## src/design/polygon_area_stats_top_assert.svh

```systemverilog
// Assertion macros for polygon_area_stats_top.
`ifndef POLYGON_AREA_STATS_TOP_ASSERT_SVH
`define POLYGON_AREA_STATS_TOP_ASSERT_SVH

`ifndef SYNTHESIS

`define PAS_ASSERT_NOW(label, ante, cons) \
  label: assert property (@(posedge clk) disable iff (rst) (ante) |-> (cons)) \
    else $error("polygon_area_stats_top: assertion failed");

`define PAS_ASSERT_NEXT(label, ante, cons) \
  label: assert property (@(posedge clk) disable iff (rst) (ante) |=> (cons)) \
    else $error("polygon_area_stats_top: assertion failed");

`else

`define PAS_ASSERT_NOW(label, ante, cons)
`define PAS_ASSERT_NEXT(label, ante, cons)

`endif

`endif

```

## src/design/pas_pkg.sv

```systemverilog
package pas_pkg;

  localparam int COORD_WIDTH  = 16;
  localparam int MAX_VERTICES = 256;
  localparam int CNT_W        = $clog2(MAX_VERTICES + 1);
  localparam int RECT_VERTICES = 4;

  localparam int PROD_W  = 2 * COORD_WIDTH;
  localparam int TERM_W  = PROD_W + 1;
  localparam int DIFF_W  = COORD_WIDTH + 1;
  localparam int SQ_W    = 2 * COORD_WIDTH;
  localparam int DIST_W  = SQ_W + 1;
  localparam int CROSS_W = 41;
  localparam int AREA_W  = 41;
  localparam int AGG_W   = 48;
  localparam int PCNT_W  = 16;

  localparam int MODE_W     = 4;
  localparam int TARGET_W   = 9;
  localparam int CFG_IDX_W  = 1;
  localparam int CFG_DATA_W = 9;

  localparam int IN_TDATA_W  = 2 * COORD_WIDTH;
  localparam int RES_W       = AREA_W + CNT_W + 1 + 1 + AGG_W + PCNT_W + 1;
  localparam int OUT_TDATA_W = ((RES_W + 7) / 8) * 8;
  localparam int PAD_W       = OUT_TDATA_W - RES_W;

  localparam logic [CFG_IDX_W-1:0] CFG_QUERY_MODE = 1'd0;
  localparam logic [CFG_IDX_W-1:0] CFG_TARGET     = 1'd1;

  localparam logic [MODE_W-1:0] MODE_SUM_EVEN   = 4'd0;
  localparam logic [MODE_W-1:0] MODE_SUM_ODD    = 4'd1;
  localparam logic [MODE_W-1:0] MODE_SUM_ALL    = 4'd2;
  localparam logic [MODE_W-1:0] MODE_SUM_TARGET = 4'd3;
  localparam logic [MODE_W-1:0] MODE_MAX_AREA   = 4'd4;
  localparam logic [MODE_W-1:0] MODE_MIN_AREA   = 4'd5;
  localparam logic [MODE_W-1:0] MODE_MAX_VERT   = 4'd6;
  localparam logic [MODE_W-1:0] MODE_MIN_VERT   = 4'd7;
  localparam logic [MODE_W-1:0] MODE_CNT_EVEN   = 4'd8;
  localparam logic [MODE_W-1:0] MODE_CNT_ODD    = 4'd9;
  localparam logic [MODE_W-1:0] MODE_CNT_TARGET = 4'd10;
  localparam logic [MODE_W-1:0] MODE_CNT_RECT   = 4'd11;

  localparam logic [MODE_W-1:0]   QUERY_MODE_RESET = MODE_SUM_ALL;
  localparam logic [TARGET_W-1:0] TARGET_RESET     = 9'd3;

  typedef enum logic [2:0] {
    KIND_NONE,
    KIND_SUM,
    KIND_MAX,
    KIND_MIN,
    KIND_COUNT
  } agg_kind_t;

  // products and squared differences of one vertex
  typedef struct packed {
    logic              valid;
    logic              last;
    logic              clear;
    logic              pos0;
    logic              pos1;
    logic              pos2;
    logic              pos3;
    logic [CNT_W-1:0]  cnt;
    logic [PROD_W-1:0] cross_a;
    logic [PROD_W-1:0] cross_b;
    logic [PROD_W-1:0] close_a;
    logic [PROD_W-1:0] close_b;
    logic [SQ_W-1:0]   sq_pc_x;
    logic [SQ_W-1:0]   sq_pc_y;
    logic [SQ_W-1:0]   sq_fc_x;
    logic [SQ_W-1:0]   sq_fc_y;
    logic [SQ_W-1:0]   sq_sc_x;
    logic [SQ_W-1:0]   sq_sc_y;
  } prod_stage_t;

  typedef struct packed {
    logic              valid;
    logic              last;
    logic              clear;
    logic              is_rect;
    logic [CNT_W-1:0]  cnt;
    logic [AREA_W-1:0] area;
  } area_stage_t;

  typedef struct packed {
    logic [PAD_W-1:0]  pad;
    logic              aggregate_valid;
    logic [PCNT_W-1:0] polygons_seen;
    logic [AGG_W-1:0]  aggregate_value;
    logic              matches_filter;
    logic              is_rect;
    logic [CNT_W-1:0]  vertex_total;
    logic [AREA_W-1:0] twice_area;
  } result_t;

endpackage

```

## src/design/pas_cross.sv

```systemverilog
module pas_cross (
  input  logic                  clk,
  input  logic                  rst,
  input  pas_pkg::prod_stage_t  prod,
  output logic                  prod_ready,
  output pas_pkg::area_stage_t  area_st,
  input  logic                  area_ready
);
  import pas_pkg::*;

  localparam int SUM_W = CROSS_W + 1;
  localparam logic [CROSS_W-1:0] CROSS_MAX = {1'b0, {(CROSS_W-1){1'b1}}};
  localparam logic [CROSS_W-1:0] CROSS_MIN = {1'b1, {(CROSS_W-1){1'b0}}};

  logic [DIST_W-1:0]  side0, side1, side2;
  logic [CROSS_W-1:0] cross_sum;

  logic               v3, last3, clear3, rect3;
  logic [CNT_W-1:0]   cnt3;
  logic [CROSS_W-1:0] cross3;
  logic [TERM_W-1:0]  close3;

  logic               rdy4, mv2;
  logic [TERM_W-1:0]  term, close_term;
  logic [DIST_W-1:0]  d_pc, d_fc, d_sc;
  logic [SUM_W-1:0]   acc;
  logic [CROSS_W-1:0] cross_new;
  logic               rect;

  logic [SUM_W-1:0]   c_ext, t_ext, tot, tot_neg;
  logic [AREA_W-1:0]  area;

  assign rdy4       = !area_st.valid || area_ready;
  assign prod_ready = !v3 || rdy4;
  assign mv2        = prod.valid && prod_ready;

  assign term       = {prod.cross_a[PROD_W-1], prod.cross_a}
                    - {prod.cross_b[PROD_W-1], prod.cross_b};
  assign close_term = {prod.close_a[PROD_W-1], prod.close_a}
                    - {prod.close_b[PROD_W-1], prod.close_b};

  assign d_pc = {1'b0, prod.sq_pc_x} + {1'b0, prod.sq_pc_y};
  assign d_fc = {1'b0, prod.sq_fc_x} + {1'b0, prod.sq_fc_y};
  assign d_sc = {1'b0, prod.sq_sc_x} + {1'b0, prod.sq_sc_y};

  always_comb begin
    acc = {cross_sum[CROSS_W-1], cross_sum} + {{(SUM_W-TERM_W){term[TERM_W-1]}}, term};
    if (prod.pos0) begin
      cross_new = '0;
    end else if (acc[SUM_W-1] != acc[SUM_W-2]) begin
      cross_new = acc[SUM_W-1] ? CROSS_MIN : CROSS_MAX;
    end else begin
      cross_new = acc[CROSS_W-1:0];
    end
  end

  assign rect = prod.pos3 && prod.last && (side0 == d_pc) && (side1 == d_fc)
             && (side2 == d_sc);

  always_ff @(posedge clk) begin
    if (rst) begin
      cross_sum <= '0;
      side0     <= '0;
      side1     <= '0;
      side2     <= '0;
    end else if (mv2) begin
      cross_sum <= cross_new;
      if (prod.pos1) begin
        side0 <= d_pc;
      end
      if (prod.pos2) begin
        side1 <= d_pc;
        side2 <= d_fc;
      end
    end
  end

  always_ff @(posedge clk) begin
    if (rst) begin
      v3 <= 1'b0;
    end else if (prod_ready) begin
      v3 <= prod.valid;
    end
    if (mv2) begin
      last3  <= prod.last;
      clear3 <= prod.clear;
      rect3  <= rect;
      cnt3   <= prod.cnt;
      cross3 <= cross_new;
      close3 <= close_term;
    end
  end

  // closing term, saturation and magnitude side by side
  assign c_ext   = {cross3[CROSS_W-1], cross3};
  assign t_ext   = {{(SUM_W-TERM_W){close3[TERM_W-1]}}, close3};
  assign tot     = c_ext + t_ext;
  assign tot_neg = ~c_ext + ~t_ext + SUM_W'(2);

  always_comb begin
    if (tot[SUM_W-1] != tot[SUM_W-2]) begin
      area = tot[SUM_W-1] ? CROSS_MIN : CROSS_MAX;
    end else if (tot[SUM_W-2]) begin
      area = tot_neg[AREA_W-1:0];
    end else begin
      area = tot[AREA_W-1:0];
    end
  end

  always_ff @(posedge clk) begin
    if (rst) begin
      area_st.valid <= 1'b0;
    end else if (rdy4) begin
      area_st.valid <= v3;
    end
    if (v3 && rdy4) begin
      area_st.last    <= last3;
      area_st.clear   <= clear3;
      area_st.is_rect <= rect3;
      area_st.cnt     <= cnt3;
      area_st.area    <= area;
    end
  end

endmodule

```

## config.mk

```make
export PLATFORM = sky130hd
export DESIGN_NAME = pas_cross
export DESIGN_NICKNAME = d
export VERILOG_FILES = /design/src/design/polygon_area_stats_top_assert.svh /design/src/design/pas_pkg.sv /design/src/design/pas_cross.sv
export SDC_FILE = /design/constraint.sdc
export NUM_CORES = 1
export LEC_CHECK = 0
export BUFFER_PORTS_ARGS = -buffer_cell sky130_fd_sc_hd__buf_2
export CORE_MARGIN = 2
export CORE_UTILIZATION = 40
export DETAILED_ROUTE_END_ITERATION = 10
export GPL_TIMING_DRIVEN = 0
export PLACE_DENSITY = 0.59
export REMOVE_ABC_BUFFERS = 1
export SETUP_SLACK_MARGIN = 0.02
export SYNTH_ARGS = -nofsm -noshare
export SYNTH_HDL_FRONTEND = slang
export SYNTH_SLANG_ARGS = --single-unit
```

## constraint.sdc

```tcl
create_clock -name clk -period 5.2 [get_ports clk]
set_input_delay 1.04 -clock clk [delete_from_list [all_inputs] [get_ports clk]]
set_output_delay 1.04 -clock clk [all_outputs]
set_load 0.02 [all_outputs]
```

Yosys cells after proc, flatten, opt, wreduce, memory -nomap -nowiden
Index checks and enable logic that the tools add are counted.
{"block": "op_classes", "addsub": 9, "eq_ne": 5, "muxes": 6, "bitwise_logic": 2, "n_reduce_logical": 12}
{"operator": "41-bit two-way mux", "n": 6}
{"operator": "32-bit by 32-bit adder with 33-bit output", "n": 3}
{"operator": "33-bit == test", "n": 3}
{"operator": "41-bit by 33-bit adder with 42-bit output", "n": 2}
{"operator": "41-bit inverter", "n": 2}
{"operator": "32-bit by 32-bit subtractor with 33-bit output", "n": 2}
{"operator": "41-bit by 2-bit adder with 41-bit output (second input constant)", "n": 1}
{"operator": "41-bit adder", "n": 1}
{"operator": "1-bit logical AND", "n": 6}
{"operator": "2-bit AND reduction", "n": 2}
{"operator": "1-bit zero test", "n": 2}
{"operator": "1-bit logical OR", "n": 2}
{"operator": "1-bit inequality test", "n": 2}
{"block": "word_totals", "register_bits": 281, "inputBits": 339}

Logic depth before layout (Yosys ltp)
{"block": "logic_depth", "word_depth": 5, "mapped_depth": 19, "depth_no_buf": 17}

Worst setup path after synthesis
Ideal clock, no wire load.
{"block": "synth_timing", "path_kind": "input to register", "start": "input prod[319] (netlist name)", "end": "register cross_sum[11]", "setup_ns": 0.074, "arrival_ns": 4.775, "required_time_ns": 5.126, "setup_slack_ns": 0.351, "stages": 18, "n_path_buf": 3, "path_cell_list": "inv_1 fa_1 inv_1 ha_1 clkbuf_1 and3_1 nand4_1 a21o_1 a211o_1 a31o_2 a21oi_1 xnor2_1 nor2_1 or2_1 or3_1 buf_2 clkbuf_1 o21ai_0"}
{"block": "synth_via", "elab_chain_cells": 5, "word_cells_on_any_way": 6, "cone_classes": "add/sub (2); eq/ne (1); mux (3)"}
{"item": "from (decl)", "line": "pas_cross.sv:4", "text": "input pas_pkg::prod_stage_t prod,"}
{"item": "32-bit by 32-bit subtractor with 33-bit output *", "line": "pas_cross.sv:38", "text": "- {prod.cross_b[PROD_W-1], prod.cross_b};"}
{"item": "41-bit by 33-bit adder with 42-bit output *", "line": "pas_cross.sv:47", "text": "acc = {cross_sum[CROSS_W-1], cross_sum} + {{(SUM_W-TERM_W){term[TERM_W-1]}}, term};"}
{"item": "41-bit two-way mux or 1-bit inequality test (tied branches)", "line": "pas_cross.sv:51, pas_cross.sv:50"}
{"item": "41-bit two-way mux *", "line": "pas_cross.sv:50", "text": "end else if (acc[SUM_W-1] != acc[SUM_W-2]) begin"}
{"item": "41-bit two-way mux *", "line": "pas_cross.sv:48", "text": "if (prod.pos0) begin"}
{"item": "to (signal assigned)", "line": "pas_cross.sv:67", "text": "cross_sum <= cross_new;"}
{"item": "to (decl)", "line": "pas_cross.sv:16", "text": "logic [CROSS_W-1:0] cross_sum;"}
Mark *: on every way between the ends. The rest lies on a longest branch, timed or not.
A chain may end at the register's enable or synchronous reset.

Final worst setup path
{"block": "layout_timing", "start": "input prod[163] (netlist name)", "end": "register rect3 (data pin)"}
{"block": "layout_via", "elab_chain_cells": 5}
{"item": "32-bit by 32-bit adder with 33-bit output", "line": "pas_cross.sv:42", "text": "assign d_pc = {1'b0, prod.sq_pc_x} + {1'b0, prod.sq_pc_y};"}
{"item": "33-bit == test", "line": "pas_cross.sv:57", "text": "assign rect = prod.pos3 && prod.last && (side0 == d_pc) && (side1 == d_fc)"}
{"item": "1-bit logical AND (2 in series)", "line": "pas_cross.sv:57"}
{"item": "1-bit logical AND", "line": "pas_cross.sv:58", "text": "&& (side2 == d_sc);"}
{"item": "net rect", "line": "pas_cross.sv:28", "text": "logic rect;"}
{"item": "to (signal assigned)", "line": "pas_cross.sv:87", "text": "rect3 <= rect;"}
{"item": "to (decl)", "line": "pas_cross.sv:18", "text": "logic v3, last3, clear3, rect3;"}
The timed path passes the listed nets, and every way through them passes these cells.

==> out/results.tsv <==
stage	metric	value	unit
synth	synthArstFlopShare	0	%
floorplan	initial_utilization	40.3	%
global_route	gr-usage-all-layers	24.3	%
worst_setup_path	crit_cells	14	
drt	wl_per_cell	19.0	um
power	leakagePower	14.2	nW
drt	totalWireLength	87400	um
worst_setup_path	required	5.55	ns
placed_design	dpl_cell_area	29700	sq um
synth	ys.flop_type	dfxtp_1	
worst_setup_path	end_kind	flop	
power	total_power	15.7	mW
worst_setup_path	r2r_start	cross3[0]	
floorplan	fp.coreArea	66800	sq um
worst_setup_path	cp_num_buf_inv	1	
power	p_per_area	504	nW/um^2
placed_design	dp_hpwl	69600	um
worst_setup_path	cp_slowest_cell	o41ai_1	
final_layout	drive_gt1_share	14.5	%
final_layout	finish.utilization	46.7	%
timing	holdWs	0.417	ns
worst_setup_path	crit_start	prod[163]	
worst_setup_path	critPathTopFamily	compound AO/OA/AOI/OAI gates	
clocking	cts.reportedPaths.clkPinSlew	0.06	ns
timing	rsz0062_at_grt	no	
timing	maxSlewHeadroom	35.1	%
timing	slew_viol_final	0	
worst_setup_path	r2r_end	area_st[4]	
drt	via_per_inst	5.41	
synth	synth.distinct_cells	96	
worst_setup_path	r2r.worst_path.cells	16	
synth	netlist_area	26900	sq um
floorplan	ios	394	
final_layout	final_area	31200	sq um
worst_setup_path	critPathMaxFanout	6	
drt	via_count	24800	
run_status	status	finished, final reports clean	
worst_setup_path	crit_type	input pin to flop	
job	maxCapViolCount	0	
floorplan	die_area	69300	sq um
synth	synth.most_common_cell	a21oi_1	
placed_design	io_buffers	393	
clocking	hold_buffers	0	
synth	synth_warnings	0	
global_route	grt_pass1_vias	24000	
synth	ys_ff_latch	281	
worst_setup_path	cp_cell_sequence	buf_2 -> ha_1 -> o21ai_0 -> o21ai_0 -> a2111oi_0 -> o41ai_1 -> a21o_1 -> o221a_2 -> nand4_1 -> nor4_1 -> nand4_1 -> a2111oi_1 -> nand3_1 -> nor4_2	
timing	layout_min_cycle_time	5.10	ns
timing	finalHoldViolations	0	
final_layout	syn2layout_area_growth	16.0	%
clocking	clk_path_buf_depth	3	
clocking	clk_latency	0.57	ns
drt	ant_nets	0	
worst_setup_path	ff2ff_setup_slack	0.41	ns
drt	dr.first_iter.drc_count	1549	
worst_setup_path	crit_end	rect3	
floorplan	rows	95	
timing	max_freq	0.196	GHz
synth	synth_top_area_share	15.5	%
worst_setup_path	critical_path.max_stage_delay	0.74	ns
drt	first_pass_iters	5	
worst_setup_path	critPathLaunchType	input pin	
placed_design	place_inst	4512	
hold_path	min_path_type	flop to flop	
synth	synth_edf_count	139	
global_route	antenna_found_initial	10	
synth	synth_seq_area_share	26.1	%
worst_setup_path	arrival	5.45	ns
floorplan	die_y	263	um
timing	worst_slew_pin_slew	0.970	ns
clocking	cts_sinks	281	
synth	synthTopCellsByArea	edfxtp_1, ha_1, dfxtp_1	
final_layout	final_cells	4593	
placed_design	gp_congestion	0.971	
clocking	cts_tree	yes	
synth	netlist_instances	3340	
synth	synth.avg_cell_area	8.05	sq um
clocking	cts_htree_levels	2	
clocking	root_buffer	clkbuf_16	
timing	setup_viol	0	
global_route	grt_max_degree	80	
synth	synthTopCellsByCount	a21oi_1, nand2_1, inv_1	
drt	drc	0	
synth	synth_top_area_cell	edfxtp_1	
floorplan	die_w	263	um
timing	clock-skew-final	0.0256	ns
timing	fin_crit_sh	98.0	%
global_route	grt_pass1_wl	134000	um
power	ir_drop	279	uV
final_layout	final_nets	4361	
clocking	numCtsBuffers	38	
global_route	grt_overflow_total	0	
-- cell usage in the layout (no fill, tap or decap), types with 112 or more instances in the layout --
cell      instances
buf_2           392
a21oi_1         352
nand2_1         337
inv_1           329
ha_1            290
nor2_1          286
o21ai_0         189
xnor2_1         170
dfxtp_1         142
edfxtp_1        139
a21o_1          118
xor2_1          112
-- worst min-delay path by stage --
stage          startpoint  slack, ns  cells past startpoint           to
4_1_cts           cnt3[0]       0.42                      0  area_st[41]
3_3_place_gp      cnt3[7]       0.40                      0  area_st[48]
2_1_floorplan     cnt3[0]       0.40                      0  area_st[41]
6_report          cnt3[0]       0.42                      0  area_st[41]
5_1_grt           cnt3[0]       0.42                      0  area_st[41]
3_5_place_dp      cnt3[0]       0.40                      0  area_st[41]
-- logic make-up (layout without fill, tap and decap cells) --
logic type / count (synthesis) / after routing / share of synthesized area (%)
AOI/OAI and AO/OA: 1011 / 1011 / 23.7
and+or+nand+nor: 978 / 981 / 17.0
buffers and inverters: 432 / 803 / 6.21
adders and majority gates: 337 / 337 / 17.0
xor gates and xnor gates: 289 / 289 / 9.60
DFF: 281 / 281 / 26.1
muxes: 12 / 12 / 0.451
other: 0 / 6 / 0
-- flip-flops by register name, summed over array words and instances (netlist names) --
name	count
cross_sum	41
last3	1
v3	1
cnt3	9
close3	33
clear3	1
side2	33
cross3	41
rect3	1
side0	33
area_st	54
side1	33
-- area by class of cell --
type,instances,area [sq um]
clock buffer,44,1060
fill,6851,35600
clock inverter,25,285
tap,873,1090
multi-input combinational,2630,18300
inverter,331,1250
timing repair buffer,403,2140
antenna,6,15.0
sequential,281,7020
-- through the flow --
step / worst slack [ns] / TNS [ns]
after floorplan: -0.689 / -18.22
after global placement: -3.62 / -382.10
after detailed placement: -1.78 / -86.30
after CTS: 0.0410 / 0
after global routing: 0.0316 / 0
final: 0.103 / 0
-- power breakdown --
part           switching, mW  internal [mW]
Clock                   1.12           1.72
Sequential             0.281           3.09
Combinational           5.79           3.71
Total                   7.19           8.53
-- layer usage --
layer,track usage [%],up-vias,share of wire [%]
met5,0,-,0.053
met4,8.53,8,3.5
met3,3.24,151,4.7
met2,41.4,658,47
met1,31.5,11500,45
li1,-,12500,-
-- repair_timing --
item / 4_1_cts / 5_1_grt
pin swaps: 0 / 3
gates cloned: 0 / 3
resized for setup: 7 / 11
setup endpoints to repair: 75 / 69
setup buffers: 0 / 3
Note: power is estimated with default switching activity, not from simulation.
