$ cat config.mk
export PLATFORM = sky130hd
export DESIGN_NAME = pas_aggregate
export DESIGN_NICKNAME = d
export VERILOG_FILES = /design/src/design/polygon_area_stats_top_assert.svh /design/src/design/pas_pkg.sv /design/src/design/pas_aggregate.sv
export SDC_FILE = /design/constraint.sdc
export NUM_CORES = 1
export LEC_CHECK = 0
export BUFFER_PORTS_ARGS = -buffer_cell sky130_fd_sc_hd__buf_2
export CAP_MARGIN = 20
export CORE_MARGIN = 3
export CORE_UTILIZATION = 35
export CTS_CLUSTER_SIZE = 10
export DETAILED_ROUTE_END_ITERATION = 10
export PLACE_DENSITY = 0.59
export SETUP_SLACK_MARGIN = 0.02
export SLEW_MARGIN = 20
export SYNTH_ARGS = -nofsm -noshare
export SYNTH_HDL_FRONTEND = slang
export SYNTH_SLANG_ARGS = --single-unit
$ cat constraint.sdc
create_clock -name clk -period 24.5 [get_ports clk]
set_input_delay 6.125 -clock clk [delete_from_list [all_inputs] [get_ports clk]]
set_output_delay 6.125 -clock clk [all_outputs]
set_load 0.01 [all_outputs]
$ cat src/design/polygon_area_stats_top_assert.svh
// Assertion macros for polygon_area_stats_top.
`ifndef POLYGON_AREA_STATS_TOP_ASSERT_SVH
`define POLYGON_AREA_STATS_TOP_ASSERT_SVH

`ifndef SYNTHESIS

`define PAS_ASSERT_NOW(label, ante, cons) \
  label: assert property (@(posedge clk) disable iff (rst) (ante) |-> (cons)) \
    else $error("polygon_area_stats_top: assertion failed");

`define PAS_ASSERT_NEXT(label, ante, cons) \
  label: assert property (@(posedge clk) disable iff (rst) (ante) |=> (cons)) \
    else $error("polygon_area_stats_top: assertion failed");

`else

`define PAS_ASSERT_NOW(label, ante, cons)
`define PAS_ASSERT_NEXT(label, ante, cons)

`endif

`endif

$ cat src/design/pas_pkg.sv
package pas_pkg;

  localparam int COORD_WIDTH  = 16;
  localparam int MAX_VERTICES = 256;
  localparam int CNT_W        = $clog2(MAX_VERTICES + 1);
  localparam int RECT_VERTICES = 4;

  localparam int PROD_W  = 2 * COORD_WIDTH;
  localparam int TERM_W  = PROD_W + 1;
  localparam int DIFF_W  = COORD_WIDTH + 1;
  localparam int SQ_W    = 2 * COORD_WIDTH;
  localparam int DIST_W  = SQ_W + 1;
  localparam int CROSS_W = 41;
  localparam int AREA_W  = 41;
  localparam int AGG_W   = 48;
  localparam int PCNT_W  = 16;

  localparam int MODE_W     = 4;
  localparam int TARGET_W   = 9;
  localparam int CFG_IDX_W  = 1;
  localparam int CFG_DATA_W = 9;

  localparam int IN_TDATA_W  = 2 * COORD_WIDTH;
  localparam int RES_W       = AREA_W + CNT_W + 1 + 1 + AGG_W + PCNT_W + 1;
  localparam int OUT_TDATA_W = ((RES_W + 7) / 8) * 8;
  localparam int PAD_W       = OUT_TDATA_W - RES_W;

  localparam logic [CFG_IDX_W-1:0] CFG_QUERY_MODE = 1'd0;
  localparam logic [CFG_IDX_W-1:0] CFG_TARGET     = 1'd1;

  localparam logic [MODE_W-1:0] MODE_SUM_EVEN   = 4'd0;
  localparam logic [MODE_W-1:0] MODE_SUM_ODD    = 4'd1;
  localparam logic [MODE_W-1:0] MODE_SUM_ALL    = 4'd2;
  localparam logic [MODE_W-1:0] MODE_SUM_TARGET = 4'd3;
  localparam logic [MODE_W-1:0] MODE_MAX_AREA   = 4'd4;
  localparam logic [MODE_W-1:0] MODE_MIN_AREA   = 4'd5;
  localparam logic [MODE_W-1:0] MODE_MAX_VERT   = 4'd6;
  localparam logic [MODE_W-1:0] MODE_MIN_VERT   = 4'd7;
  localparam logic [MODE_W-1:0] MODE_CNT_EVEN   = 4'd8;
  localparam logic [MODE_W-1:0] MODE_CNT_ODD    = 4'd9;
  localparam logic [MODE_W-1:0] MODE_CNT_TARGET = 4'd10;
  localparam logic [MODE_W-1:0] MODE_CNT_RECT   = 4'd11;

  localparam logic [MODE_W-1:0]   QUERY_MODE_RESET = MODE_SUM_ALL;
  localparam logic [TARGET_W-1:0] TARGET_RESET     = 9'd3;

  typedef enum logic [2:0] {
    KIND_NONE,
    KIND_SUM,
    KIND_MAX,
    KIND_MIN,
    KIND_COUNT
  } agg_kind_t;

  // products and squared differences of one vertex
  typedef struct packed {
    logic              valid;
    logic              last;
    logic              clear;
    logic              pos0;
    logic              pos1;
    logic              pos2;
    logic              pos3;
    logic [CNT_W-1:0]  cnt;
    logic [PROD_W-1:0] cross_a;
    logic [PROD_W-1:0] cross_b;
    logic [PROD_W-1:0] close_a;
    logic [PROD_W-1:0] close_b;
    logic [SQ_W-1:0]   sq_pc_x;
    logic [SQ_W-1:0]   sq_pc_y;
    logic [SQ_W-1:0]   sq_fc_x;
    logic [SQ_W-1:0]   sq_fc_y;
    logic [SQ_W-1:0]   sq_sc_x;
    logic [SQ_W-1:0]   sq_sc_y;
  } prod_stage_t;

  typedef struct packed {
    logic              valid;
    logic              last;
    logic              clear;
    logic              is_rect;
    logic [CNT_W-1:0]  cnt;
    logic [AREA_W-1:0] area;
  } area_stage_t;

  typedef struct packed {
    logic [PAD_W-1:0]  pad;
    logic              aggregate_valid;
    logic [PCNT_W-1:0] polygons_seen;
    logic [AGG_W-1:0]  aggregate_value;
    logic              matches_filter;
    logic              is_rect;
    logic [CNT_W-1:0]  vertex_total;
    logic [AREA_W-1:0] twice_area;
  } result_t;

endpackage

$ cat src/design/pas_aggregate.sv
module pas_aggregate (
  input  logic                              clk,
  input  logic                              rst,
  input  logic                              cfg_we,
  input  logic [pas_pkg::CFG_IDX_W-1:0]     cfg_index,
  input  logic [pas_pkg::CFG_DATA_W-1:0]    cfg_data,
  input  pas_pkg::area_stage_t              area_st,
  output logic                              area_ready,
  output logic                              res_valid,
  input  logic                              res_ready,
  output pas_pkg::result_t                  res
);
  import pas_pkg::*;

  localparam logic [AGG_W-1:0]  AGG_MAX  = {AGG_W{1'b1}};
  localparam logic [PCNT_W-1:0] PCNT_MAX = {PCNT_W{1'b1}};

  logic [MODE_W-1:0]   query_mode;
  logic [TARGET_W-1:0] target_vertices;
  logic [AGG_W-1:0]    aggregate_reg, aggregate_reg_next;
  logic [PCNT_W-1:0]   polygon_counter, polygon_counter_next;
  logic                agg_seen, agg_seen_next;

  logic                adv;
  logic [AGG_W-1:0]    agg_base;
  logic [PCNT_W-1:0]   pcnt_base;
  logic                seen_base;
  logic                match, even, on_target;
  agg_kind_t           kind;
  logic                use_cnt;
  logic [AGG_W-1:0]    val, addend;
  logic [AGG_W:0]      sum;
  logic [AGG_W-1:0]    sum_sat;

  assign area_ready = !area_st.last || !res_valid || res_ready;
  assign adv        = area_st.valid && area_ready;

  assign agg_base  = area_st.clear ? '0 : aggregate_reg;
  assign pcnt_base = area_st.clear ? '0 : polygon_counter;
  assign seen_base = area_st.clear ? 1'b0 : agg_seen;

  assign even      = !area_st.cnt[0];
  assign on_target = (area_st.cnt == target_vertices);

  always_comb begin
    match   = 1'b0;
    kind    = KIND_NONE;
    use_cnt = 1'b0;
    case (query_mode)
      MODE_SUM_EVEN: begin
        match = even;
        kind  = KIND_SUM;
      end
      MODE_SUM_ODD: begin
        match = !even;
        kind  = KIND_SUM;
      end
      MODE_SUM_ALL: begin
        match = 1'b1;
        kind  = KIND_SUM;
      end
      MODE_SUM_TARGET: begin
        match = on_target;
        kind  = KIND_SUM;
      end
      MODE_MAX_AREA: begin
        match = 1'b1;
        kind  = KIND_MAX;
      end
      MODE_MIN_AREA: begin
        match = 1'b1;
        kind  = KIND_MIN;
      end
      MODE_MAX_VERT: begin
        match   = 1'b1;
        kind    = KIND_MAX;
        use_cnt = 1'b1;
      end
      MODE_MIN_VERT: begin
        match   = 1'b1;
        kind    = KIND_MIN;
        use_cnt = 1'b1;
      end
      MODE_CNT_EVEN: begin
        match = even;
        kind  = KIND_COUNT;
      end
      MODE_CNT_ODD: begin
        match = !even;
        kind  = KIND_COUNT;
      end
      MODE_CNT_TARGET: begin
        match = on_target;
        kind  = KIND_COUNT;
      end
      MODE_CNT_RECT: begin
        match = area_st.is_rect;
        kind  = KIND_COUNT;
      end
      default: begin
        match = 1'b0;
        kind  = KIND_NONE;
      end
    endcase
  end

  assign val     = use_cnt ? AGG_W'(area_st.cnt) : AGG_W'(area_st.area);
  assign addend  = (kind == KIND_COUNT) ? AGG_W'(1) : val;
  assign sum     = {1'b0, agg_base} + {1'b0, addend};
  assign sum_sat = sum[AGG_W] ? AGG_MAX : sum[AGG_W-1:0];

  always_comb begin
    aggregate_reg_next   = agg_base;
    polygon_counter_next = pcnt_base;
    agg_seen_next        = seen_base;
    if (area_st.last) begin
      if (match) begin
        case (kind) inside
          KIND_SUM, KIND_COUNT: aggregate_reg_next = sum_sat;
          KIND_MAX: if (!seen_base || val > agg_base) aggregate_reg_next = val;
          KIND_MIN: if (!seen_base || val < agg_base) aggregate_reg_next = val;
          default:  aggregate_reg_next = agg_base;
        endcase
        agg_seen_next = 1'b1;
      end
      if (pcnt_base != PCNT_MAX) begin
        polygon_counter_next = pcnt_base + PCNT_W'(1);
      end
    end
  end

  always_ff @(posedge clk) begin
    if (rst) begin
      query_mode      <= QUERY_MODE_RESET;
      target_vertices <= TARGET_RESET;
    end else if (cfg_we) begin
      unique case (cfg_index)
        CFG_QUERY_MODE: query_mode      <= cfg_data[MODE_W-1:0];
        CFG_TARGET:     target_vertices <= cfg_data[TARGET_W-1:0];
        default: ;
      endcase
    end
  end

  always_ff @(posedge clk) begin
    if (rst) begin
      aggregate_reg   <= '0;
      polygon_counter <= '0;
      agg_seen        <= 1'b0;
    end else if (adv) begin
      aggregate_reg   <= aggregate_reg_next;
      polygon_counter <= polygon_counter_next;
      agg_seen        <= agg_seen_next;
    end
  end

  always_ff @(posedge clk) begin
    if (rst) begin
      res_valid <= 1'b0;
    end else if (adv && area_st.last) begin
      res_valid <= 1'b1;
    end else if (res_ready) begin
      res_valid <= 1'b0;
    end
    if (adv && area_st.last) begin
      res.pad             <= '0;
      res.aggregate_valid <= agg_seen_next;
      res.polygons_seen   <= polygon_counter_next;
      res.aggregate_value <= aggregate_reg_next;
      res.matches_filter  <= match;
      res.is_rect         <= area_st.is_rect;
      res.vertex_total    <= area_st.cnt;
      res.twice_area      <= area_st.area;
    end
  end

endmodule

# Word level (Yosys, flattened, before mapping)
# Cells that the tools add are included.
# totals
reg_bits,196
out_inout_bits,122
wordCells,81
inputBits,68
# classes
muxes,22
reduce_logical,24
eq_ne,17
n_addsub,2
order_cmp,2
n_bitwise,1
# op_table
operator,n
48-bit two-way mux,9
41-bit two-way mux,2
48-bit by 41-bit adder with 49-bit output,1
41-bit by 48-bit > comparator with 1-bit output,1
41-bit by 48-bit less-than comparator with 1-bit output,1
16-bit two-way mux,3
"16-bit by 1-bit adder with 16-bit output, second input constant",1
"4-bit by 3-bit equality test with 1-bit output, second input constant",4
"4-bit equality test, second input constant",4
"16-bit inequality test, second input constant",1
2-bit OR reduction,7
3-bit one-hot mux with 4 select lines,1
9-bit equality test,1
"4-bit by 2-bit equality test with 1-bit output, second input constant",2
4-bit OR reduction,2
"3-bit by 2-bit equality test with 1-bit output, second input constant",2
1-bit two-way mux,6
1-bit one-hot mux with 5 select lines,1
5-bit OR reduction,1
"4-bit by 1-bit equality test with 1-bit output, second input constant",1
1-bit logical NOT,4
4-bit logical NOT,1
1-bit logical OR,4
2-bit AND reduction,2
other kinds (5),6

# Depth between registers and ports, before layout
# Gate-level depths: netlist of the first run.
# logic_depth
ltp_word,12
depth_mapped,20
depth_no_buf,16

# Least setup slack after synthesis of the first run
# No wires, ideal clock.
# synth_path
path_type,in2out
from,input res_ready
to,output area_ready
required_ns,18.375
arrival_ns,6.316
path_stages,2
n_path_buf,0
setup_slack_ns,12.059
path_cell_list,inv_1 -> nand3_1
# synth_via
elab_chain_len,1
# synth_rtl
item,line,source
"start, declared",pas_aggregate.sv:10,"input logic res_ready,"
1-bit logical OR,pas_aggregate.sv:35,assign area_ready = !area_st.last || !res_valid || res_ready;
"end, declared",pas_aggregate.sv:8,"output logic area_ready,"
# No other way between the ends.

# Worst setup path after layout of the first run
# Ends and elaborated chain as after synthesis.

==> results of run 1 <==
==> worst max-delay path: stages <==
cell     delay [ns]
buf_2          0.10
inv_1          0.06
nand3_1        0.11
buf_2          0.16
==> metal layers <==
layer / vias up / share of wire (%)
li1: 5358 / -
met1: 5185 / 46
met2: 318 / 47
met3: 39 / 5.2
met4: 0 / 1.8
met5: - / 0
==> power groups by stage <==
stage          registers, mW  clock network, mW  logic [mW]
2_1_floorplan          0.389                  0       0.111
3_3_place_gp           0.383                  0       0.169
3_5_place_dp           0.383                  0       0.171
4_1_cts                0.376              0.293       0.172
5_1_grt                0.378              0.303       0.191
6_report               0.376              0.282       0.171
==> Yosys cell counts (26+ instances only) <==
master and n:
o21ai_0 35, clkbuf_1 55, nor3_1 33, xnor2_1 38, nand2_1 217, nor2_1 123
and2_1 27, nand4_1 26, o21ai_1 26, ha_1 83, dfxtp_1 79, inv_1 79
a21oi_1 104, edfxtp_1 117
==> through the flow <==
step | hold WS, ns | worst slack, ns | instances
4_1_cts | 0.453 | 11.83 | 2024
3_3_place_gp | 0.431 | 11.83 | 1992
2_1_floorplan | 0.421 | 12.06 | 1411
3_5_place_dp | 0.441 | 11.84 | 1992
5_1_grt | 0.465 | 11.80 | 2024
6_report | 0.449 | 11.83 | 2024
==> logic make-up after synthesis <==
kind of cell | Yosys count | share of synthesized area [%]
AND/OR/NAND/NOR | 542 | 20.5
other | 1 | 0.0302
AO/OA/AOI/OAI | 342 | 18.2
buffers and inverters | 154 | 4.90
XOR/XNOR | 59 | 4.16
flip-flops | 196 | 41.0
multiplexers | 31 | 2.65
adder cells (fa/ha/maj) | 84 | 8.53
==> final cells by class <==
| type | count | area share [%] |
|---|---|---|
| Multi-Input combinational cell | 1061 | 47.1 |
| Clock inverter | 13 | 0.995 |
| Inverter | 80 | 2.10 |
| Timing Repair Buffer | 200 | 7.23 |
| Clock buffer | 19 | 3.02 |
| Sequential cell | 196 | 35.6 |
| Tap cell | 455 | 3.97 |
==> worst max path at each step <==
| stage | to | slack (ns) | depth (start not counted) | from |
|---|---|---|---|---|
| 2_1_floorplan | area_ready | 12.06 | 2 | res_ready |
| 3_3_place_gp | area_ready | 11.83 | 4 | res_ready |
| 3_5_place_dp | area_ready | 11.84 | 4 | res_ready |
| 4_1_cts | area_ready | 11.83 | 4 | res_ready |
| 5_1_grt | area_ready | 11.80 | 4 | res_ready |
| 6_report | area_ready | 11.83 | 4 | res_ready |
==> flow_summary.toml, run 1 <==
[clock_network]
cts_buffers = 17
cts_setup_buffers = 0
clock_latency_ns = 0.46
clk_pin_slew_ns = 0.08
htree_levels = 4
clock_path_buffers = 2
tritoncts = "built"
cts-root-buf = "clkbuf_16"
hold_buffers = 0
cts_resized = 0
clock_sinks = 196

[power_and_ir_drop]
internal_power_uw = 575
vdd_drop_max_uv = 49.2
finalPower_uw = 829
p_clk_share_pct = 34.0
seqPwrFrac_pct = 45.3
p_leak_nw = 6.14
p_switching_uw = 254
comb_power_share_pct = 20.7
p_sw_share_pct = 30.7
p_per_area_mw_per_mm2 = 57.9

[worst_setup_path]
r2r_slack_ns = 18.29
crit_arrival_ns = 6.54
worstPathRequired_ns = 18.38
cp_max_fo = 3
endpoint_kind = "output port"
r2r-start = "query_mode[2]$_SDFFE_PP0P_"
start_kind = "input port"
reg2reg_depth = 17
reg2reg_to = "aggregate_reg[14]$_SDFFE_PP0P_"
critPathKind = "in2out"

[synthesis]
ys_types = 82
synth_top_cell_by_area = "edfxtp_1"
yosysTopAreaCellShare_pct = 28.3
seq_area_frac_synth_pct = 41.0
syn_inst = 1409
synth_edf_count = 117
synth-async-reset-ratio_pct = 0
synthTopCellsByArea = "edfxtp_1 28%, dfxtp_1 13%, ha_1 8.4%"
syn_area_sq_mm = 0.0124
ys_ff_latch = 196
ys.flop_type = "edfxtp_1"
yosysWarnings = 0
avgSynthCellArea_sq_um = 8.81

[finish]
largest_register_ff_count = 117
areaGrowthSynthToFinish_pct = 15.4
layout.nets = 1708
final_layout_size_suffix_gt1_share_pct = 16.6
fin_util_pct = 41.3
layout_commonest_cell = "nand2_1"
final_cell_area_sq_mm = 0.0143
fillCellCount = 3507
n_antenna_cell = 0
multiInputGateArea_sq_mm = 0.00676
layout_common_cells = "216 x nand2_1, 186 x buf_2, 122 x nor2_1"
regArea_sq_mm = 0.00509

[worst_hold_path]
hp-start = "aggregate_reg[0]$_SDFFE_PP0P_"
whs_endpoint = "aggregate_reg[0]$_SDFFE_PP0P_"
hold_path.class = "reg2reg"
holdPathStages = 2

[global_routing]
use_met3_pct = 3.71
grt_max_degree = 55
met2_usage_pct = 32.6
gr-usage-all-layers_pct = 19.6
antenna_found_initial = 0
gr-max-usage-layer = "met2"
grt_pass1_wl_microns = 59400
use_met1_pct = 26.2
grt_pass1_vias = 10773
globalRouteOverflowTotal = 0

[sta]
min_period_ns = 12.67
period_share_pct = 51.7
fin_worst_skew_ns = 0.0128
clock.fmax_mhz = 78.9
hold_viol = 0
final.setup.tns_ns = 0
tightest_slew_ns = 0.939
drv_slew = 0
rsz0062_at_grt = "no"
max_slew_margin_pct = 36.5
setup_viol = 0

[floorplanning]
fp.dieW_microns = 194
coreArea_sq_mm = 0.0347
die_area_sq_mm = 0.0378
ioPinCount = 190
row_count = 68
die_h_microns = 194
initial_core_util_pct = 35.8

[routing]
antenna_left = 0
drt_first_pass_iters = 5
vias_per_cell = 5.39
drc = 0
post_drt_wl_per_cell_microns = 18.5
routed_wl_microns = 37400
drt_iter0_drc = 769
num_vias = 10900

[placed_design]
hpwl_microns = 27200
place_area_sq_mm = 0.0138
place_congestion = 0.917
io_buffers = 186

[status]
outcome = "finished clean"

[run]
max_cap_violations = 0
No activity file was read; power rests on OpenSTA's default activity.
==> run 2: changes to the inputs <==
--- a/config.mk
+++ b/config.mk
@@ -5,13 +5,14 @@
 export SDC_FILE = /design/constraint.sdc
 export NUM_CORES = 1
 export LEC_CHECK = 0
+export ABC_AREA = 1
 export BUFFER_PORTS_ARGS = -buffer_cell sky130_fd_sc_hd__buf_2
 export CAP_MARGIN = 20
 export CORE_MARGIN = 3
 export CORE_UTILIZATION = 35
 export CTS_CLUSTER_SIZE = 10
 export DETAILED_ROUTE_END_ITERATION = 10
-export PLACE_DENSITY = 0.59
+export PLACE_DENSITY = 0.6
 export SETUP_SLACK_MARGIN = 0.02
 export SLEW_MARGIN = 20
 export SYNTH_ARGS = -nofsm -noshare
==> constraint.sdc (replaced) <==
create_clock -name clk -period 11.6 [get_ports clk]
set_input_delay 2.9 -clock clk [delete_from_list [all_inputs] [get_ports clk]]
set_output_delay 2.9 -clock clk [all_outputs]
set_load 0.01 [all_outputs]
==> run 2 against run 1 <==
Against the previous run:
- non-clock buffer count down 3
- critical path type is now in2reg
- via count up 24%
- area after synthesis is 12% higher
- die area grew 12%
- largest cell class unchanged
- routed wire length up 28%
==> flow_summary.toml, run 2 <==
[clock_network]
tritoncts = "built"
clock_sinks = 196
cts_resized = 0
htree_levels = 4
cts_buffers = 17
clock_latency_ns = 0.47
clk_pin_slew_ns = 0.07
hold_buffers = 0
cts_setup_buffers = 0
clock_path_buffers = 2
cts-root-buf = "clkbuf_16"

[floorplanning]
die_area_sq_mm = 0.0423
die_h_microns = 206
row_count = 72
coreArea_sq_mm = 0.0390
ioPinCount = 190
initial_core_util_pct = 35.8
fp.dieW_microns = 206

[global_routing]
met2_usage_pct = 35.9
grt_max_degree = 72
use_met1_pct = 32.2
use_met3_pct = 3.83
gr-usage-all-layers_pct = 22.8
globalRouteOverflowTotal = 0
grt_pass1_vias = 13183
grt_pass1_wl_microns = 74600
gr-max-usage-layer = "met2"
antenna_found_initial = 0

[power_and_ir_drop]
internal_power_mw = 1.27
p_clk_share_pct = 32.5
vdd_drop_max_uv = 100
comb_power_share_pct = 25.5
p_switching_uw = 650
p_sw_share_pct = 33.9
p_per_area_mw_per_mm2 = 121
p_leak_nw = 7.82
seqPwrFrac_pct = 41.9
finalPower_mw = 1.92

[worst_setup_path]
start_kind = "input port"
r2r-start = "query_mode[2]$_SDFFE_PP0P_"
critPathKind = "in2reg"
path_cells = "buf_2 > inv_1 > buf_4 > nand2_1 > inv_1 > ha_1 > nand2_1 > inv_1 > a21oi_1 > o21ai_0 > o21ai_0 > nand3_1 > nor2_4 > nand3_1 > nand2_1 > nand2_1 > nand2_1 > inv_1"
path_buf_inv = 6
max_stage_delay_ns = 0.82
reg2reg_depth = 21
crit_top_cell = "nand2_1"
crit_arrival_ns = 7.58
cp_max_fo = 41
reg2reg_to = "res[91]$_DFFE_PP_"
startpoint = "area_st[51]"
r2r_slack_ns = 5.15
worstPathRequired_ns = 11.82
crit_family = "simple AND/OR/NAND/NOR gates"
crit_slowest_cell = "nor2_4"
endpoint_kind = "register"

[synthesis]
synth-async-reset-ratio_pct = 0
yosysMostFrequentCell = "nand2_1"
avgSynthCellArea_sq_um = 6.90
ys.flop_type = "edfxtp_1"
synthTopCellsByCount = "483 x nand2_1, 327 x inv_1, 256 x nor2_1, 189 x nand3_1, 135 x a21oi_1"
seq_area_frac_synth_pct = 36.5
synth_edf_count = 117
syn_inst = 2024
syn_area_sq_mm = 0.0140
ys_types = 47
synthTopCellsByArea = "edfxtp_1 25%, nand2_1 13%, dfxtp_1 11%"
ys_ff_latch = 196
yosysWarnings = 0
synth_top_cell_by_area = "edfxtp_1"
yosysTopAreaCellShare_pct = 25.2

[placed_design]
io_buffers = 186
place_area_sq_mm = 0.0153
place_congestion = 0.953
hpwl_microns = 37900
pre_cts_ws_ns = 3.84
dp.cells = 2676

[routing]
num_vias = 13517
post_drt_wl_per_cell_microns = 17.7
routed_wl_microns = 47900
antenna_left = 0
drt_iter0_drc = 1067
drc = 0
vias_per_cell = 4.99
drt_first_pass_iters = 5

[finish]
layout_common_cells = "482 x nand2_1, 326 x inv_1, 255 x nor2_1"
areaGrowthSynthToFinish_pct = 14.0
largest_register_ff_count = 117
final_layout_size_suffix_gt1_share_pct = 12.7
layout.nets = 2329
layout_commonest_cell = "nand2_1"
fin_util_pct = 40.8
final_cell_area_sq_mm = 0.0159
n_antenna_cell = 0
fin_cells = 2708

[worst_hold_path]
hold_path.class = "reg2reg"
whs_endpoint = "target_vertices[5]$_SDFFE_PP0P_"
holdPathStages = 2
hp-start = "target_vertices[5]$_SDFFE_PP0P_"

[sta]
period_share_pct = 63.4
rsz0062_at_grt = "no"
fin_worst_skew_ns = 0.0179
min_period_ns = 7.36
max_slew_margin_pct = 30.4
setup_slack_ns = 4.24
tightest_slew_ns = 1.04
drv_slew = 0
setup_viol = 0
clock.fmax_mhz = 136
hold_viol = 0
whs_ns = 0.508
final.setup.tns_ns = 0

[status]
outcome = "finished clean"

[run]
max_cap_violations = 0
[run 2: cell types whose count changed after synthesis, sizes merged, moves of 41 or more]
cell,delta
a21oi,+41
inv,+254
nand2,+271
nand3,+178
nor2,+143
o21ai,+44
[run 2: layer usage]
layer / part of all wire [%] / vias up / wire length [microns]
li1: - / 6803 / -
met1: 49 / 6270 / 23300
met2: 44 / 385 / 21200
met3: 5.1 / 59 / 2470
met4: 2.1 / 0 / 991
met5: 0 / - / 0
[run 2: worst max-delay path by stage]
| stage | slack (ns) | endpoint | cells past startpoint |
|---|---|---|---|
| after floorplan | 4.99 | res[0]$_DFFE_PP_ | 7 |
| after global placement | 3.73 | res[91]$_DFFE_PP_ | 18 |
| after detailed placement | 3.84 | res[91]$_DFFE_PP_ | 18 |
| after CTS | 4.33 | res[91]$_DFFE_PP_ | 18 |
| after global routing | 3.84 | res[91]$_DFFE_PP_ | 18 |
| final | 4.24 | res[91]$_DFFE_PP_ | 18 |
[run 2: power by group through the flow]
stage,combinational (mW),clock [mW],sequential (mW)
2_1_floorplan,0.323,0,0.832
3_3_place_gp,0.480,0,0.821
3_5_place_dp,0.487,0,0.821
4_1_cts,0.490,0.644,0.805
5_1_grt,0.556,0.667,0.810
6_report,0.490,0.625,0.805
[run 2: worst register-to-register path, cell delays in order, from the launching register on]
cell,delay (ns)
dfxtp_1,0.31
buf_4,0.37
inv_2,0.25
nor2_1,0.18
inv_2,0.08
nor2_1,0.56
inv_2,0.55
nand2_1,0.30
nor2_1,0.06
ha_1,0.35
a21oi_1,0.33
o21ai_0,0.34
a21oi_1,0.42
nor2_1,0.14
o21ai_0,0.17
nand3_1,0.15
nor2_4,0.82
nand3_1,0.45
nand2_1,0.15
nand2_1,0.07
nand2_1,0.10
inv_1,0.05
[run 2: cells by family (layout without fill, tap and decap cells)]
group           count (synthesis)  in the layout  share of synthesized area, %
flops                         196            196                          36.5
other cells                     1              3                        0.0269
buf+inv                       404            568                          11.4
simple gates                 1018           1018                          31.0
mux                             2              2                         0.152
compound gates                279            279                          10.8
fa+ha+maj                      84             84                          7.58
xor+xnor                       40             40                          2.51
[run 2: area by class of cell]
cell class                      count  area (sq um)
Tap cell                          518           648
Fill cell                        4132         23100
Multi-Input combinational cell   1426          7280
Inverter                          339          1270
Clock buffer                       17           425
Timing Repair Buffer              197          1010
Sequential cell                   196          5090
Clock inverter                     15           170
==> run 3: changes to the inputs <==
--- a/config.mk
+++ b/config.mk
@@ -5,14 +5,14 @@
 export SDC_FILE = /design/constraint.sdc
 export NUM_CORES = 1
 export LEC_CHECK = 0
-export ABC_AREA = 1
+export ABC_AREA = 0
 export BUFFER_PORTS_ARGS = -buffer_cell sky130_fd_sc_hd__buf_2
 export CAP_MARGIN = 20
 export CORE_MARGIN = 3
 export CORE_UTILIZATION = 35
 export CTS_CLUSTER_SIZE = 10
 export DETAILED_ROUTE_END_ITERATION = 10
-export PLACE_DENSITY = 0.6
+export PLACE_DENSITY = 0.59
 export SETUP_SLACK_MARGIN = 0.02
 export SLEW_MARGIN = 20
 export SYNTH_ARGS = -nofsm -noshare
==> constraint.sdc (replaced) <==
create_clock -name clk -period 7.1 [get_ports clk]
set_input_delay 1.775 -clock clk [delete_from_list [all_inputs] [get_ports clk]]
set_output_delay 1.775 -clock clk [all_outputs]
set_load 0.01 [all_outputs]
==> run 3 against run 2 <==
Against the previous run:
- global-route usage is 2.8 points lower
- first-iteration DRC count fell by 36%
- routed wire length down 21%
- register-to-register slack got worse by 3.0 ns
- count of clock-buffer cells in the layout rose by 1
- flip-flop and latch count stayed put
- sequential power grew 61%
- clock skew grew 0.00068 ns
==> flow_summary.toml, run 3 (synthesis gave the netlist of run 1 again) <==
[clock_network]
clock_path_buffers = 2
tritoncts = "built"
clk_pin_slew_ns = 0.08
cts_buffers = 17
cts_setup_buffers = 0
htree_levels = 4
clock_sinks = 196
cts_resized = 0
cts-root-buf = "clkbuf_16"
clock_latency_ns = 0.46
hold_buffers = 0

[sta]
min_period_ns = 5.23
rsz0062_at_grt = "no"
whs_ns = 0.448
drv_slew = 0
hold_viol = 0
setup_viol = 0
final.setup.tns_ns = 0
period_share_pct = 73.7
clock.fmax_mhz = 191
tightest_slew_ns = 0.770
max_slew_margin_pct = 48.0
fin_worst_skew_ns = 0.0186

[worst_hold_path]
hp-start = "aggregate_reg[0]$_SDFFE_PP0P_"
holdPathStages = 2
hold_path.class = "reg2reg"
whs_endpoint = "aggregate_reg[0]$_SDFFE_PP0P_"

[routing]
drt_first_pass_iters = 5
num_vias = 11000
drt_iter0_drc = 680
drc = 0
routed_wl_microns = 38000
antenna_left = 0
post_drt_wl_per_cell_microns = 18.7
vias_per_cell = 5.42

[power_and_ir_drop]
p_leak_nw = 6.19
seqPwrFrac_pct = 45.0
p_per_area_mw_per_mm2 = 201
p_sw_share_pct = 30.9
p_clk_share_pct = 34.4
p_switching_uw = 892
vdd_drop_max_uv = 175
comb_power_share_pct = 20.6
internal_power_mw = 1.99

[finish]
final_layout_size_suffix_gt1_share_pct = 17.1
areaGrowthSynthToFinish_pct = 15.9
layout_commonest_cell = "nand2_1"
n_antenna_cell = 0
fin_cells = 2031
layout_common_cells = "216 x nand2_1, 186 x buf_2, 122 x nor2_1"
layout.nets = 1715
largest_register_ff_count = 117

[worst_setup_path]
critPathKind = "in2reg"
reg2reg_depth = 17
reg2reg_to = "res[90]$_DFFE_PP_"
endpoint_kind = "register"
startpoint = "area_st[51]"
crit_top_cell = "nand2_1"
crit_slowest_cell = "a2111oi_4"
r2r-start = "query_mode[2]$_SDFFE_PP0P_"
worstPathRequired_ns = 7.40
path_cells = "buf_2 > clkinv_1 > buf_12 > nand2_1 > inv_1 > ha_1 > o211ai_1 > o21a_1 > a221o_1 > a2111oi_4 > o2111ai_2 > a21oi_2 > buf_4 > nand2_1 > o311ai_1 > o21bai_1"
r2r_slack_ns = 2.13
max_stage_delay_ns = 0.49
start_kind = "input port"
cp_max_fo = 47
crit_arrival_ns = 5.53

[placed_design]
io_buffers = 186
place_congestion = 0.928
dp.cells = 1999
hpwl_microns = 27300

[global_routing]
gr-usage-all-layers_pct = 20.0
antenna_found_initial = 0
grt_max_degree = 119
grt_pass1_vias = 11000
grt_pass1_wl_microns = 60800
globalRouteOverflowTotal = 0

[floorplanning]
coreArea_sq_mm = 0.0347
fp.dieW_microns = 194
initial_core_util_pct = 35.8
row_count = 68
ioPinCount = 190
die_h_microns = 194
die_area_sq_mm = 0.0378

[status]
outcome = "finished clean"

[run]
max_cap_violations = 0
-- run 3: changes by cell type in the layout (fill, tap and decap cells not counted), moves of 20 or more --
cell,change
and2_1,+26
o31ai_1,+21
o21ai_1,+24
nand3_1,-166
nand2_1,-266
nor2_1,-133
a21o_1,+20
o22ai_1,+23
inv_1,-247
a21oi_1,-31
o21ai_0,-69
-- run 3: how the worst max path moves through the flow --
stage                                           endpoint  slack, ns
after global placement                 res[90]$_DFFE_PP_       1.39
after floorplan                         res[0]$_DFFE_PP_       1.36
after CTS                              res[90]$_DFFE_PP_       1.86
final                                  res[95]$_DFFE_PP_       1.87
after detailed placement               res[90]$_DFFE_PP_       1.37
after global routing      aggregate_reg[26]$_SDFFE_PP0P_       1.60
-- run 3: cell type report --
cell class,count,area (sq um)
tap,455,569
fill,3474,20300
multi-input combinational,1061,6740
clock buffer,18,439
sequential,196,5090
clock inverter,14,140
inverter,80,300
timing repair buffer,207,1110
-- run 3: layer usage --
| metal | track usage, % | vias to the layer above | wire, microns |
|---|---|---|---|
| met3 | 4.02 | 57 | 2070 |
| met2 | 32.4 | 332 | 17600 |
| li1 | - | 5369 | - |
| met1 | 27.0 | 5242 | 17500 |
| met4 | 6.17 | 0 | 898 |
| met5 | 0 | - | 0 |
-- run 3: critical path, delay by kind of cell --
family / cells / cell delay [ns]
buffers and inverters: 5 / 0.98
and+or+nand+nor: 2 / 0.38
adders and majority gates: 1 / 0.38
AOI/OAI and AO/OA: 8 / 1.94
-- run 3: power by group through the flow --
stage | Combinational [mW] | Clock [mW] | Sequential, mW
6_report | 0.595 | 0.993 | 1.30
4_1_cts | 0.596 | 1.03 | 1.30
2_1_floorplan | 0.383 | 0 | 1.34
3_5_place_dp | 0.592 | 0 | 1.32
5_1_grt | 0.665 | 1.06 | 1.30
3_3_place_gp | 0.587 | 0 | 1.32
-- run 3: stage by stage --
step | util (%) | setup slack (ns) | area, sq um | power [mW]
floorplan | - | 1.36 | 12400 | 1.72
detailed placement | 39.8 | 1.37 | 13800 | 1.92
global placement | 39.8 | 1.39 | 13800 | 1.91
finish | 41.5 | 1.87 | 14400 | 2.89
CTS | 41.5 | 1.86 | 14400 | 2.93
global route | 41.5 | 1.60 | 14400 | 3.03
